==> config.mk <==
export PLATFORM = sky130hd
export DESIGN_NAME = integer_to_ascii_formatter_flat
export DESIGN_NICKNAME = d
export VERILOG_FILES = /design/src/rtl/ita_pkg.sv /design/src/rtl/ita_if.sv /design/src/rtl/integer_to_ascii_formatter.sv /design/src/flat_wrapper.sv
export SDC_FILE = /design/constraint.sdc
export NUM_CORES = 1
export LEC_CHECK = 0
export ABC_AREA = 1
export BUFFER_PORTS_ARGS = -buffer_cell sky130_fd_sc_hd__buf_2
export CELL_PAD_IN_SITES_DETAIL_PLACEMENT = 0
export CELL_PAD_IN_SITES_GLOBAL_PLACEMENT = 1
export CORE_ASPECT_RATIO = 1.4
export CORE_UTILIZATION = 42
export CTS_CLUSTER_DIAMETER = 60
export DETAILED_ROUTE_END_ITERATION = 12
export PLACE_DENSITY_LB_ADDON = 0.1
export SLEW_MARGIN = 20
export SYNTH_ARGS = -nofsm -noshare
export SYNTH_HDL_FRONTEND = slang
export SYNTH_SLANG_ARGS = --single-unit
==> constraint.sdc <==
create_clock -name clk -period 3.85 [get_ports clk]
set_clock_uncertainty 0.15 [all_clocks]
set_input_delay 0.77 -clock clk [delete_from_list [all_inputs] [get_ports clk]]
set_output_delay 0.77 -clock clk [all_outputs]
set_load 0.02 [all_outputs]
==> src/rtl/ita_pkg.sv <==
// Shared types, constants and character helpers for the integer to ASCII formatter.
package ita_pkg;

	localparam int unsigned VALUE_W       = 64;
	localparam int unsigned OP_W          = 3;
	localparam int unsigned WIDTH_W       = 6;
	localparam int unsigned CHAR_W        = 8;
	localparam int unsigned DEC_BITS      = 32;
	localparam int unsigned DEC_DIGITS    = 10;
	localparam int unsigned HEX_DIGITS    = 16;
	localparam int unsigned CNT_W         = 5;
	localparam int unsigned STEP_W        = 5;
	localparam int unsigned MAX_WIDTH_DEF = 48;

	localparam logic [CHAR_W-1:0] CH_ZERO  = 8'h30;
	localparam logic [CHAR_W-1:0] CH_X     = 8'h78;
	localparam logic [CHAR_W-1:0] CH_MINUS = 8'h2D;

	typedef enum logic [OP_W-1:0] {
		OP_SDEC = 3'd0,
		OP_UDEC = 3'd1,
		OP_HEXL = 3'd2,
		OP_HEXU = 3'd3,
		OP_PTR  = 3'd4
	} op_t;

	typedef enum logic [2:0] {
		S_IDLE,
		S_CONV,
		S_NORM,
		S_ZERO,
		S_X,
		S_SIGN,
		S_PAD,
		S_DIGIT
	} state_t;

	// ASCII for one digit value, upper or lower case letters
	function automatic logic [CHAR_W-1:0] digit_char(input logic [3:0] d, input logic upper);
		logic [CHAR_W-1:0] c;
		if (d < 4'd10)
			c = CH_ZERO + {4'd0, d};
		else if (upper)
			c = 8'h41 + {4'd0, d - 4'd10};
		else
			c = 8'h61 + {4'd0, d - 4'd10};
		return c;
	endfunction

endpackage

==> src/rtl/ita_if.sv <==
// Valid/ready channel interfaces for the number input and the character output.
interface ita_num_if import ita_pkg::*; ();
	logic                 valid;
	logic                 ready;
	logic [VALUE_W-1:0]   value;
	logic [OP_W-1:0]      operation;
	logic [WIDTH_W-1:0]   min_width;

	modport source(output valid, value, operation, min_width, input ready);
	modport sink(input valid, value, operation, min_width, output ready);
endinterface

interface ita_char_if import ita_pkg::*; ();
	logic                 valid;
	logic                 ready;
	logic [CHAR_W-1:0]    out_char;
	logic                 last;

	modport source(output valid, out_char, last, input ready);
	modport sink(input valid, out_char, last, output ready);
endinterface

==> src/rtl/integer_to_ascii_formatter.sv <==
// Integer to ASCII formatter: bit-serial binary to decimal/hex text, one character per beat.
//
//  channel  modport  payload                          beat
//  num      sink     value, operation, min_width      one number to format
//  chars    source   out_char, last                   one ASCII character
//
// Decimal kinds run shift-and-add-3 over the 32-bit value (one input bit per cycle),
// hex kinds skip that; then leading zero digits are dropped one at a time until
// the top digit is found, then the characters go out one per beat (up to 2 + MAX_WIDTH).
// arst_n clears the sequencer and the output register's valid.
// A stalled chars beat holds the sequencer in its output states; num is taken only in idle.
module integer_to_ascii_formatter import ita_pkg::*; #(
	parameter int unsigned MAX_WIDTH = MAX_WIDTH_DEF
) (
	input  logic       clk,
	input  logic       arst_n,
	ita_num_if.sink    num,
	ita_char_if.source chars
);

	localparam logic [WIDTH_W-1:0] WMAX = WIDTH_W'(MAX_WIDTH);

	state_t                 state_q, state_d;
	logic [DEC_BITS-1:0]    bin_q;
	logic [VALUE_W-1:0]     dig_q;
	logic [CNT_W-1:0]       cnt_q;
	logic [STEP_W-1:0]      step_q;
	logic [WIDTH_W-1:0]     width_q;
	logic [WIDTH_W-1:0]     pad_q;
	logic                   neg_q;
	logic                   upper_q;
	logic                   ptr_q;
	logic                   out_valid_q;
	logic [CHAR_W-1:0]      out_char_q;
	logic                   out_last_q;

	op_t                    op_in;
	logic                   accept;
	logic                   slot_free;
	logic [3:0]             top_idx;
	logic [3:0]             top_nib;
	logic                   norm_done;
	logic [WIDTH_W-1:0]     body;
	logic [WIDTH_W-1:0]     pad_n;
	logic [DEC_DIGITS*4-1:0] bcd_adj;
	logic [DEC_BITS-1:0]    mag;

	logic                   num_ready;
	logic                   emit;
	logic [CHAR_W-1:0]      char_d;
	logic                   last_d;

	assign op_in     = op_t'(num.operation);
	assign accept    = num.valid && num_ready;
	assign slot_free = !out_valid_q || chars.ready;

	assign top_idx   = 4'(cnt_q - CNT_W'(1));
	assign top_nib   = dig_q[{top_idx, 2'b00} +: 4];
	assign norm_done = (cnt_q == CNT_W'(1)) || (top_nib != 4'd0);

	assign body  = WIDTH_W'(cnt_q) + WIDTH_W'(neg_q);
	assign pad_n = (width_q > body) ? width_q - body : '0;

	// magnitude of the signed 32-bit reading
	assign mag = num.value[DEC_BITS-1] ? DEC_BITS'(0) - num.value[DEC_BITS-1:0]
		: num.value[DEC_BITS-1:0];

	// add 3 to every BCD digit of 5 or more before the shift
	always_comb begin
		for (int i = 0; i < DEC_DIGITS; i++) begin
			if (dig_q[i*4 +: 4] >= 4'd5)
				bcd_adj[i*4 +: 4] = dig_q[i*4 +: 4] + 4'd3;
			else
				bcd_adj[i*4 +: 4] = dig_q[i*4 +: 4];
		end
	end

	// next state
	always_comb begin
		state_d = state_q;
		unique case (state_q)
			S_IDLE: begin
				if (num.valid) begin
					case (op_in) inside
						OP_SDEC, OP_UDEC:        state_d = S_CONV;
						OP_HEXL, OP_HEXU, OP_PTR: state_d = S_NORM;
						default:                 state_d = S_IDLE;
					endcase
				end
			end
			S_CONV: begin
				if (step_q == '0)
					state_d = S_NORM;
			end
			S_NORM: begin
				if (norm_done) begin
					if (ptr_q)
						state_d = S_ZERO;
					else if (neg_q)
						state_d = S_SIGN;
					else if (pad_n != '0)
						state_d = S_PAD;
					else
						state_d = S_DIGIT;
				end
			end
			S_ZERO: begin
				if (slot_free)
					state_d = S_X;
			end
			S_X, S_SIGN: begin
				if (slot_free)
					state_d = (pad_q != '0) ? S_PAD : S_DIGIT;
			end
			S_PAD: begin
				if (slot_free && pad_q == WIDTH_W'(1))
					state_d = S_DIGIT;
			end
			S_DIGIT: begin
				if (slot_free && cnt_q == CNT_W'(1))
					state_d = S_IDLE;
			end
			default: state_d = S_IDLE;
		endcase
	end

	// outputs of the sequencer
	always_comb begin
		num_ready = 1'b0;
		emit      = 1'b0;
		char_d    = CH_ZERO;
		last_d    = 1'b0;
		unique case (state_q)
			S_IDLE: num_ready = 1'b1;
			S_ZERO, S_PAD: begin
				emit   = slot_free;
				char_d = CH_ZERO;
			end
			S_X: begin
				emit   = slot_free;
				char_d = CH_X;
			end
			S_SIGN: begin
				emit   = slot_free;
				char_d = CH_MINUS;
			end
			S_DIGIT: begin
				emit   = slot_free;
				char_d = digit_char(top_nib, upper_q);
				last_d = (cnt_q == CNT_W'(1));
			end
			default: ;
		endcase
	end

	always_ff @(posedge clk or negedge arst_n) begin
		if (!arst_n)
			state_q <= S_IDLE;
		else
			state_q <= state_d;
	end

	// counters
	always_ff @(posedge clk or negedge arst_n) begin
		if (!arst_n) begin
			cnt_q  <= '0;
			step_q <= '0;
			pad_q  <= '0;
		end else begin
			unique case (state_q)
				S_IDLE: begin
					if (accept) begin
						cnt_q  <= (op_in == OP_SDEC || op_in == OP_UDEC)
							? CNT_W'(DEC_DIGITS) : CNT_W'(HEX_DIGITS);
						step_q <= STEP_W'(DEC_BITS - 1);
					end
				end
				S_CONV: step_q <= step_q - STEP_W'(1);
				S_NORM: begin
					if (norm_done)
						pad_q <= pad_n;
					else
						cnt_q <= cnt_q - CNT_W'(1);
				end
				S_PAD: begin
					if (slot_free)
						pad_q <= pad_q - WIDTH_W'(1);
				end
				S_DIGIT: begin
					if (slot_free)
						cnt_q <= cnt_q - CNT_W'(1);
				end
				default: ;
			endcase
		end
	end

	// datapath: digit shift registers and item flags
	always_ff @(posedge clk) begin
		if (state_q == S_IDLE && accept) begin
			neg_q   <= (op_in == OP_SDEC) && num.value[DEC_BITS-1];
			upper_q <= (op_in == OP_HEXU);
			ptr_q   <= (op_in == OP_PTR);
			width_q <= (num.min_width > WMAX) ? WMAX : num.min_width;
			bin_q   <= (op_in == OP_SDEC) ? mag : num.value[DEC_BITS-1:0];
			dig_q   <= (op_in == OP_SDEC || op_in == OP_UDEC) ? '0 : num.value;
		end else if (state_q == S_CONV) begin
			dig_q[DEC_DIGITS*4-1:0] <= {bcd_adj[DEC_DIGITS*4-2:0], bin_q[DEC_BITS-1]};
			bin_q                   <= {bin_q[DEC_BITS-2:0], 1'b0};
		end
	end

	// output register
	always_ff @(posedge clk or negedge arst_n) begin
		if (!arst_n)
			out_valid_q <= 1'b0;
		else if (emit)
			out_valid_q <= 1'b1;
		else if (chars.ready)
			out_valid_q <= 1'b0;
	end

	always_ff @(posedge clk) begin
		if (emit) begin
			out_char_q <= char_d;
			out_last_q <= last_d;
		end
	end

	assign num.ready      = num_ready;
	assign chars.valid    = out_valid_q;
	assign chars.out_char = out_char_q;
	assign chars.last     = out_last_q;

	// a stalled beat keeps its character until taken
	ast_hold: assert property (@(posedge clk) disable iff (!arst_n)
		out_valid_q && !chars.ready |=>
			out_valid_q && $stable(out_char_q) && $stable(out_last_q))
		else $error("pending beat changed before it was taken");

	// a valid kind always starts work
	ast_start: assert property (@(posedge clk) disable iff (!arst_n)
		accept && (op_in == OP_SDEC || op_in == OP_UDEC || op_in == OP_HEXL ||
			op_in == OP_HEXU || op_in == OP_PTR) |=> state_q != S_IDLE)
		else $error("accepted number did not start");

	// digit count stays in range while digits are in use
	ast_cnt: assert property (@(posedge clk) disable iff (!arst_n)
		(state_q == S_NORM || state_q == S_DIGIT) |->
			cnt_q != '0 && cnt_q <= CNT_W'(HEX_DIGITS))
		else $error("digit count out of range");

	ast_pad: assert property (@(posedge clk) disable iff (!arst_n)
		state_q == S_PAD |-> pad_q != '0)
		else $error("padding with empty pad count");

endmodule
==> src/flat_wrapper.sv <==
// flat-port wrapper written by rule: the top's interface ports become plain ports
module integer_to_ascii_formatter_flat import ita_pkg::*;
#(
	parameter int unsigned MAX_WIDTH = MAX_WIDTH_DEF
)
  (clk, arst_n, num_valid, num_value, num_operation, num_min_width, num_ready, chars_valid, chars_out_char, chars_last, chars_ready);
  ita_num_if num_i ();
  ita_char_if chars_i ();
  input  logic clk;
  input  logic arst_n;
  input wire logic [$bits(num_i.valid)-1:0] num_valid;
  input wire logic [$bits(num_i.value)-1:0] num_value;
  input wire logic [$bits(num_i.operation)-1:0] num_operation;
  input wire logic [$bits(num_i.min_width)-1:0] num_min_width;
  output wire logic [$bits(num_i.ready)-1:0] num_ready;
  output wire logic [$bits(chars_i.valid)-1:0] chars_valid;
  output wire logic [$bits(chars_i.out_char)-1:0] chars_out_char;
  output wire logic [$bits(chars_i.last)-1:0] chars_last;
  input wire logic [$bits(chars_i.ready)-1:0] chars_ready;
  assign num_i.valid = num_valid;
  assign num_i.value = num_value;
  assign num_i.operation = num_operation;
  assign num_i.min_width = num_min_width;
  assign num_ready = num_i.ready;
  assign chars_valid = chars_i.valid;
  assign chars_out_char = chars_i.out_char;
  assign chars_last = chars_i.last;
  assign chars_i.ready = chars_ready;
  integer_to_ascii_formatter #(.MAX_WIDTH(MAX_WIDTH)) u_core (.clk(clk), .arst_n(arst_n), .num(num_i), .chars(chars_i));
endmodule
==> results of run 1 <==
cell type report:
| cell class | instances | area share |
|---|---|---|
| multi-input combinational | 740 | 0.401 |
| sequential | 133 | 0.390 |
| inverter | 168 | 0.0634 |
| timing repair buffer | 96 | 0.0519 |
| clock buffer | 19 | 0.0433 |
| tap | 256 | 0.0321 |
| clock inverter | 13 | 0.0183 |
kinds of logic after synthesis:
| family | count (synthesis) | synth area share |
|---|---|---|
| buffers and inverters | 204 | 0.0970 |
| adder cells (fa/ha/maj) | 39 | 0.0566 |
| flip-flops | 133 | 0.445 |
| XOR/XNOR | 41 | 0.0432 |
| other | 1 | 0.000429 |
| AND/OR/NAND/NOR | 473 | 0.234 |
| AO/OA/AOI/OAI | 186 | 0.124 |
Yosys cell counts, types with 6 or more instances:
master / count / area (sq um)
edfxtp_1: 113 / 3390
o32ai_1: 14 / 123
o21ai_1: 15 / 75.1
nor2_1: 104 / 390
a21oi_1: 30 / 150
buf_2: 16 / 80.1
dfrtp_1: 20 / 500
nor3_1: 14 / 70.1
xor2_1: 35 / 307
buf_4: 6 / 45.0
nand2_1: 229 / 860
inv_1: 161 / 604
o211ai_1: 10 / 75.1
nand3_1: 90 / 450
ha_1: 38 / 475
a32o_1: 6 / 60.1
clkbuf_1: 7 / 26.3
o21ai_0: 89 / 445
o22ai_1: 8 / 50.1
nand4_1: 10 / 62.6
inv_2: 6 / 22.5
critical path: cells and delay by family (launching register included):
kind / cells / cell delay (ns)
and+or+nand+nor: 13 / 1.05
buffers and inverters: 2 / 0.46
DFF: 1 / 0.36
xor gates and xnor gates: 1 / 0.18
adders and majority gates: 3 / 0.80
per-layer routing:
metal,vias up,part of all wire,track usage
met1,3482,0.41,0.248
met3,40,0.026,0.0383
li1,3760,-,-
met2,111,0.54,0.415
met4,0,0.027,0.0908
met5,-,0,0
path summary, 6_finish.rpt:
kind,end
min in group clk,u_core.step_q[0]
min reg2reg,u_core.step_q[0]
max,u_core.state_q[0]
min,u_core.cnt_q[0]
max in group asynchronous,u_core.step_q[2]
max reg2reg,u_core.state_q[0]
state kept, by name (all words and copies together) (netlist names):
register / flops
u_core.chars.out_char: 7
u_core.bin_q: 32
u_core.chars.valid: 1
u_core.dig_q: 64
u_core.ptr_q: 1
u_core.upper_q: 1
u_core.state_q: 3
u_core.chars.last: 1
u_core.step_q: 5
u_core.neg_q: 1
u_core.width_q: 6
u_core.pad_q: 6
u_core.cnt_q: 5
stage by stage:
step	hold slack [ns]	setup slack, ns
floorplan	0.312	0.656
global placement	0.334	0.795
detailed placement	0.334	0.738
CTS	0.153	0.729
global route	0.178	0.422
finish	0.148	0.755
power by group through the flow:
| stage | logic [W] | registers (W) | clock network (W) |
|---|---|---|---|
| after CTS | 0.00322 | 0.00218 | 0.00176 |
| final | 0.00318 | 0.00218 | 0.00172 |
| after detailed placement | 0.00320 | 0.00221 | 0 |
| after global placement | 0.00320 | 0.00221 | 0 |
| after global routing | 0.00366 | 0.00221 | 0.00180 |
| after floorplan | 0.00245 | 0.00218 | 0 |
==> metrics.txt, run 1 <==
Cell Area, Placed 9370 sq um; io pins 88; Rel. slew slack 0.430; Max clock buf depth 2; port bufs 86; TritonCTS clock tree done; final net count 1,272; final instance area 9990 sq um; minimum clock period 3.09 ns; wire per inst 15.8 um; critical setup path kind reg -> reg; post-CTS setup buffers 0; final cell count without fillers 1,425; data arrival time of the worst path 3.27 ns; register bit total from synthesis 133; synthesized area 8750 sq um; syn_nets 1,193; Crit. Startpoint u_core.cnt_q[0]; startpoint types register; Post-synth EDFFs 113; internal power 0.00416 W; hold crit path type in -> async; Synth async-reset ratio 0.150; post-route ant nets 0; GRT Overall Usage 0.225; status completed; Worst-Margin Slew 0.855 ns; Worst Reg2Reg Path Length in Cells 19; R2R Path Start u_core.cnt_q[0]; Gate Count Post-Synth 1,077; hold_buf cts 0; FILL cells 2,111; DIE HEIGHT 173 um; clock root buffer clkbuf_16; vias per cell 5.19; DRT Pass-1 Iters 5; Final GP Congestion 0.828; FF-to-FF setup slack 0.76 ns; initial antenna violation count 0; post-layout util 0.488; Worst-path clk slew 0.06 ns; Fin Setup TNS 0 ns; layout cells sized above 1 0.130; P per Cell Area 709 nW/um^2; Area growth, synth to finish 14.2%; Max stage delay on crit path 0.39 ns; largest net degree at the start of global routing 67; footprint of the multi-input gates 4010 sq um; initial DRC count 375; Inserted Diodes 0; DR vias 7,393; DIE AREA 21,400 sq um; Crit. End Element register; Worst Path Max Fanout 46; Max Clk Rate 0.323 GHz; worst endpoint required time 4.02 ns; most frequent cells in the layout 229 x nand2_1, 160 x inv_1, 113 x edfxtp_1, 104 x nor2_1, 90 x nand3_1; number of global-route vias before repair 7,615; CTS buffer count 17; register area share after synthesis 0.445; Pwr Total 0.00708 W; first-pass GRT wire length 36,700 um; maximum VDD drop 0.355 mV; most common cell after layout, fill and taps aside nand2_1; max_cap viols 0; Mean Syn Cell Area 8.12 sq um; starting density of the core 0.427; total congestion overflow 0; leakage 4.54 nW; YS warnings 0; RSZ-0062 raised after global routing false; switching share of total power 0.413; Sequential Area 3890 sq um; P_sw 0.00292 W; Die X 124 um; Detailed Place HPWL 16,800 um; sequential share of power 0.308; period utilisation layout 0.804; Skew-Pair Late Insertion Delay 0.43 ns; Sinks on Clock Net 133; standard-cell rows 62; Core Area 20,500 sq um; placed cells 1,393; Final setup viols 0; Yosys cell types 47; critical path's slowest cell buf_4; crit path cell chain buf_4, ha_1, ha_1, nand3_1, xor2_1, ha_1, nand2_1, inv_1, nand3_1, nand2_1, nand2_1, nor2_1, nor2_1, nand2_1, nand2_1, nand2_1, nand2_1, nand2_1, nand2_1; Primary FF master, synth edfxtp_1; cell mode on critical path nand2_1; Combinational Power Share 0.449; # resized after CTS 0; DRC 0; final hold vios 0; final WL 22,600 um; Slew Limit Fails 0; Clock power frac 0.243; H-tree Lvls 4
(Power assumes the default switching activity.)
==> run 2, diff against run 1 <==
Settings changed: CORE_UTILIZATION 42 to 41.
Clock period 3.85 ns to 2.6 ns, I/O delays scaled along.
==> metrics.txt, run 2 (synthesized netlist as in run 1, its figures left out) <==
standard-cell rows 62 (unchanged); TritonCTS clock tree done (unchanged); DR vias 7,520 (was 7,393); final hold vios 0 (unchanged); Final GP Congestion 0.837 (was 0.828); Max Clk Rate 0.396 GHz (was 0.323 GHz); total congestion overflow 0 (unchanged); starting density of the core 0.422 (was 0.427); status finished with violations (was completed); data arrival time of the worst path 2.69 ns (was 3.27 ns); Worst Path Max Fanout 5 (was 46); minimum clock period 2.53 ns (was 3.09 ns); final hold slack 0.144 ns (was 0.148 ns); P per Cell Area 1100 nW/um^2 (was 709 nW/um^2); final net count 1,322 (was 1,272); Cell Area, Placed 9730 sq um (was 9370 sq um); maximum VDD drop 0.671 mV (was 0.355 mV); Area growth, synth to finish 21.2% (was 14.2%); Worst-path clk slew 0.06 ns (about the same); Core Area 20,700 sq um (was 20,500 sq um); post-route ant nets 0 (unchanged); Max clock buf depth 2 (unchanged); hold path depth 1; Worst Slack Setup Final 0.0741 ns (was 0.755 ns); clock root buffer clkbuf_16 (unchanged); Pwr Total 0.0117 W (was 0.00708 W); Worst Hold Launch num_min_width[4]; final WL 22,800 um (was 22,600 um); DIE AREA 21,900 sq um (was 21,400 sq um); DRC 3 (was 0); Crit. End Element register (unchanged); FF-to-FF setup slack 0.07 ns (was 0.76 ns); DIE HEIGHT 175 um (was 173 um); first-pass GRT wire length 37,100 um (was 36,700 um); initial antenna violation count 0 (unchanged); initial DRC count 453 (was 375); port bufs 86 (unchanged); failing checks design-rule violations; Sequential Area 3900 sq um (was 3890 sq um); io pins 88 (unchanged); startpoint types register (unchanged); CTS buffer count 17 (unchanged); crit path cell chain inv_2, ha_4, buf_6, o21ai_2, o211ai_1, nand3_1, nand2_2, inv_4, ha_4, and2_4, nand3_4, nand2_8, buf_6, nand3_2, nand2_1 (was buf_4, ha_1, ha_1, nand3_1, xor2_1, ha_1, nand2_1, inv_1, nand3_1, nand2_1, nand2_1, nor2_1, nor2_1, nand2_1, nand2_1, nand2_1, nand2_1, nand2_1, nand2_1); Inserted Diodes 0 (unchanged); Worst Reg2Reg Path Length in Cells 15 (was 19); GRT Overall Usage 0.217 (was 0.225); DRT Pass-1 Iters 8 (was 5); Final setup viols 0 (unchanged); Detailed Place HPWL 16,900 um (was 16,800 um); Fin Setup TNS 0 ns (unchanged); final instance area 10,600 sq um (was 9990 sq um); FILL cells 2,033 (was 2,111); hold crit path type in -> reg (was in -> async); RSZ-0062 raised after global routing true (was false); max reg flops 64 (unchanged); Die X 125 um (was 124 um); number of global-route vias before repair 7,611 (was 7,615); most common cell after layout, fill and taps aside nand2_1 (unchanged); Critical R2R Capture u_core.pad_q[4] (was u_core.state_q[0]); Reg with most FFs u_core.dig_q (unchanged); Max stage delay on crit path 0.42 ns (was 0.39 ns); H-tree Lvls 4 (unchanged); largest net degree at the start of global routing 75 (was 67); leakage 4.79 nW (was 4.54 nW); Sinks on Clock Net 133 (unchanged); post-place setup slack -0.0268 ns (was 0.738 ns); layout cells sized above 1 0.195 (was 0.130); critical path's slowest cell dfrtp_2 (was buf_4); Slew Limit Fails 0 (unchanged); period utilisation layout 0.971 (was 0.804); Skew-Pair Late Insertion Delay 0.43 ns (about the same); worst endpoint required time 2.76 ns (was 4.02 ns); critical setup path kind reg -> reg (unchanged); Rel. slew slack 0.539 (was 0.430); max_cap viols 0 (unchanged); R2R Path Start u_core.cnt_q[0] (unchanged); Hold Path Sink u_core.width_q[4]; vias per cell 5.10 (was 5.19); wire per inst 15.5 um (was 15.8 um); most frequent cells in the layout 221 x nand2_1, 157 x inv_1, 113 x edfxtp_1, 98 x nor2_1, 86 x buf_2 (was 229 x nand2_1, 160 x inv_1, 113 x edfxtp_1, 104 x nor2_1, 90 x nand3_1); Worst-Margin Slew 0.692 ns (was 0.855 ns); footprint of the multi-input gates 4220 sq um (was 4010 sq um)
==> run 2: power breakdown <==
group | leakage, nW | total, W | internal [W] | switching, W
clock network | 0.270 | 0.00242 | 0.00142 | 0.00100
registers | 1.26 | 0.00321 | 0.00289 | 0.000318
logic | 3.27 | 0.00604 | 0.00249 | 0.00354
total | 4.79 | 0.0117 | 0.00681 | 0.00487
==> run 2: final cells by class <==
class | instances | share of cell area
clock inverter | 14 | 0.0143
inverter | 168 | 0.0605
sequential | 133 | 0.367
multi-input combinational | 742 | 0.398
clock buffer | 18 | 0.0405
tap | 256 | 0.0302
timing repair buffer | 144 | 0.0890
==> run 2: worst max-delay path by stage <==
stage | start | endpoint | cells after the start
final | u_core.cnt_q[0] | u_core.pad_q[4] | 15
after global routing | u_core.cnt_q[0] | u_core.state_q[0] | 17
after detailed placement | u_core.neg_q | u_core.state_q[0] | 17
after CTS | u_core.cnt_q[0] | u_core.chars.out_char[2] | 12
after global placement | u_core.cnt_q[0] | u_core.chars.out_char[2] | 14
after floorplan | u_core.cnt_q[0] | u_core.chars.out_char[2] | 15
==> run 2: repair_timing <==
item | 4_1_cts | 5_1_grt
gates cloned | 0 | 2
pin swaps | 1 | 25
resized for setup | 3 | 57
hold buffers | 1 | 0
hold endpoints to repair | 20 | 0
setup buffers | 1 | 6
setup endpoints to repair | 4 | 31
==> run 2: critical path, delay by kind of cell (launching register included) <==
kind | cells | cell delay [ns]
adder cells (fa/ha/maj) | 2 | 0.44
AO/OA/AOI/OAI | 2 | 0.30
buffers and inverters | 4 | 0.40
flip-flops | 1 | 0.42
AND/OR/NAND/NOR | 7 | 0.69
==> run 2: per-stage QoR <==
step,util,std cells
floorplan,-,1077
global placement,0.470,1434
detailed placement,0.470,1434
CTS,0.499,1468
global route,0.512,1475
finish,0.512,1475
==> run 2: layer usage <==
metal	share of wire	global-route usage	vias up
met5	0	0	-
li1	-	-	3856
met1	0.42	0.245	3523
met4	0.022	0.0843	0
met2	0.53	0.403	110
met3	0.025	0.0337	31
==> run 3, diff against run 2 <==
Settings changed: CORE_UTILIZATION 41 to 42.
Clock period 2.6 ns to 2.62 ns, I/O delays scaled along.
==> metrics.txt, run 3 (synthesized netlist as in run 1, its figures left out) <==
wire per inst 15.7 um (was 15.5 um); footprint of the multi-input gates 4210 sq um (was 4220 sq um); Area growth, synth to finish 20.6% (was 21.2%); Reg with most FFs u_core.dig_q (unchanged); post-place setup slack -0.00858 ns (was -0.0268 ns); max_cap viols 0 (unchanged); final net count 1,312 (was 1,322); post-route ant nets 0 (unchanged); total congestion overflow 0 (unchanged); crit path cell chain inv_2, ha_4, inv_1, buf_4, buf_4, nand3_1, nand3_1, nand3_2, nand2_4, ha_4, and2_4, nand3_4, nand2_8, buf_6, nand3_1, nand2_1 (was inv_2, ha_4, buf_6, o21ai_2, o211ai_1, nand3_1, nand2_2, inv_4, ha_4, and2_4, nand3_4, nand2_8, buf_6, nand3_2, nand2_1); RSZ-0062 raised after global routing true (unchanged); Sequential Area 3900 sq um (unchanged); most common cell after layout, fill and taps aside nand2_1 (unchanged); io pins 88 (unchanged); Max stage delay on crit path 0.43 ns (was 0.42 ns); DRC 0 (was 3); Worst-Margin Slew 0.570 ns (was 0.692 ns); startpoint types register (unchanged); Rel. slew slack 0.618 (was 0.539); Detailed Place HPWL 17,100 um (was 16,900 um); Slew Limit Fails 0 (unchanged); DIE HEIGHT 173 um (was 175 um); placed cells 1,429 (was 1,434); M3 GR Usage 0.0327 (was 0.0337); CTS buffer count 17 (unchanged); Worst-path clk slew 0.06 ns (about the same); data arrival time of the worst path 2.69 ns (about the same); initial antenna violation count 0 (unchanged); final cell count without fillers 1,465 (was 1,475); TritonCTS clock tree done (unchanged); DRT Pass-1 Iters 5 (was 8); H-tree Lvls 4 (unchanged); starting density of the core 0.427 (was 0.422); Final GP Congestion 0.840 (was 0.837); DIE AREA 21,400 sq um (was 21,900 sq um); Core Area 20,500 sq um (was 20,700 sq um); Crit. End Element register (unchanged); Die X 124 um (was 125 um); GR Util met1 0.263 (was 0.245); Sinks on Clock Net 133 (unchanged); Pwr Total 0.0115 W (was 0.0117 W); cell mode on critical path nand3_1; first-pass GRT wire length 37,400 um (was 37,100 um); post-layout util 0.515 (was 0.512); status completed (was finished with violations); Worst Slack Setup Final 0.0818 ns (was 0.0741 ns); largest net degree at the start of global routing 65 (was 75); DR vias 7,522 (was 7,520); number of global-route vias before repair 7,664 (was 7,611); max reg flops 64 (unchanged); GRT busiest layer met2 (unchanged); GR Layer Usage met2 0.412 (was 0.403); GRT Overall Usage 0.228 (was 0.217); Worst Path Max Fanout 4 (was 5); Inserted Diodes 0 (unchanged); Max clock buf depth 2 (unchanged); layout cells sized above 1 0.184 (was 0.195); final hold vios 0 (unchanged); vias per cell 5.13 (was 5.10); critical path's slowest cell dfrtp_2 (unchanged); worst endpoint required time 2.77 ns (was 2.76 ns); standard-cell rows 62 (unchanged); FILL cells 2,022 (was 2,033); initial DRC count 488 (was 453); maximum VDD drop 0.441 mV (was 0.671 mV); Max Clk Rate 0.394 GHz (was 0.396 GHz); most frequent cells in the layout 225 x nand2_1, 157 x inv_1, 113 x edfxtp_1, 98 x nor2_1, 86 x buf_2 (was 221 x nand2_1, 157 x inv_1, 113 x edfxtp_1, 98 x nor2_1, 86 x buf_2); minimum clock period 2.54 ns (was 2.53 ns); leakage 4.77 nW (was 4.79 nW); critical setup path kind reg -> reg (unchanged); Skew-Pair Late Insertion Delay 0.42 ns (was 0.43 ns); port bufs 86 (unchanged); P per Cell Area 1090 nW/um^2 (was 1100 nW/um^2); Final setup viols 0 (unchanged); period utilisation layout 0.969 (was 0.971); clock root buffer clkbuf_16 (unchanged); hold crit path type in -> reg (unchanged); final WL 23,000 um (was 22,800 um)
run 3: changes by cell type in the layout (fill, tap and decap cells not counted), sizes merged:
cell | before | now
nand2 | 238 | 237
inv | 171 | 167
clkinv | 3 | 9
clkinvlp | 6 | 3
bufinv | 2 | 4
buf | 143 | 134
clkbuf | 18 | 17
run 3: path summary, 6_finish.rpt:
| path | startpoint | end | slack [ns] | cells past startpoint |
|---|---|---|---|---|
| worst min-delay path | num_min_width[4] | u_core.width_q[4] | 0.15 | 1 |
| min in group asynchronous | arst_n | u_core.pad_q[5] | 0.44 | 2 |
| max in group asynchronous | arst_n | u_core.cnt_q[0] | 1.52 | 2 |
| worst max register to register | u_core.cnt_q[0] | u_core.pad_q[4] | 0.08 | 16 |
| worst min register to register | u_core.step_q[0] | u_core.step_q[0] | 0.37 | 1 |
| worst max-delay path | u_core.cnt_q[0] | u_core.pad_q[4] | 0.08 | 16 |
run 3: area by class of cell:
| type | count | share of cell area |
|---|---|---|
| inverters | 168 | 0.0604 |
| clock buffers | 17 | 0.0403 |
| repair buffers | 135 | 0.0832 |
| flip-flops and latches | 133 | 0.369 |
| well taps | 256 | 0.0304 |
| multi-input cells | 741 | 0.399 |
| clock inverters | 15 | 0.0178 |
run 3: routing by layer:
metal,vias to the layer above,part of all wire,wire length (um)
met2,134,0.54,12400
met1,3506,0.41,9430
li1,3841,-,-
met3,41,0.024,555
met4,0,0.029,668
met5,-,0,0
run 3: critical path, delay by kind of cell, from the launching register on:
| kind | cells | cell delay (ns) |
|---|---|---|
| fa+ha+maj | 2 | 0.44 |
| simple gates | 9 | 0.83 |
| buf+inv | 5 | 0.56 |
| flops | 1 | 0.43 |
run 3: stage by stage:
step	hold WS, ns	instance area, sq um	setup TNS, ns
floorplan	0.0784	8780	0
global placement	0.335	9700	0
detailed placement	0.364	9700	-0.00858
CTS	0.136	10300	0
global route	0.134	10600	-0.299
finish	0.148	10600	0
run 3: repair_timing:
action,in CTS,in global routing
gates resized for setup,2,51
setup endpoints to repair,4,16
buffers inserted,0,2
pin swaps,0,19
endpoints found under the hold margin,20,0
cloned,0,1
hold buffers,1,0
run 3: power by group:
group | leakage (nW) | internal, W | switching [W]
Combinational | 3.22 | 0.00236 | 0.00341
Sequential | 1.26 | 0.00287 | 0.000331
Clock | 0.295 | 0.00158 | 0.000936
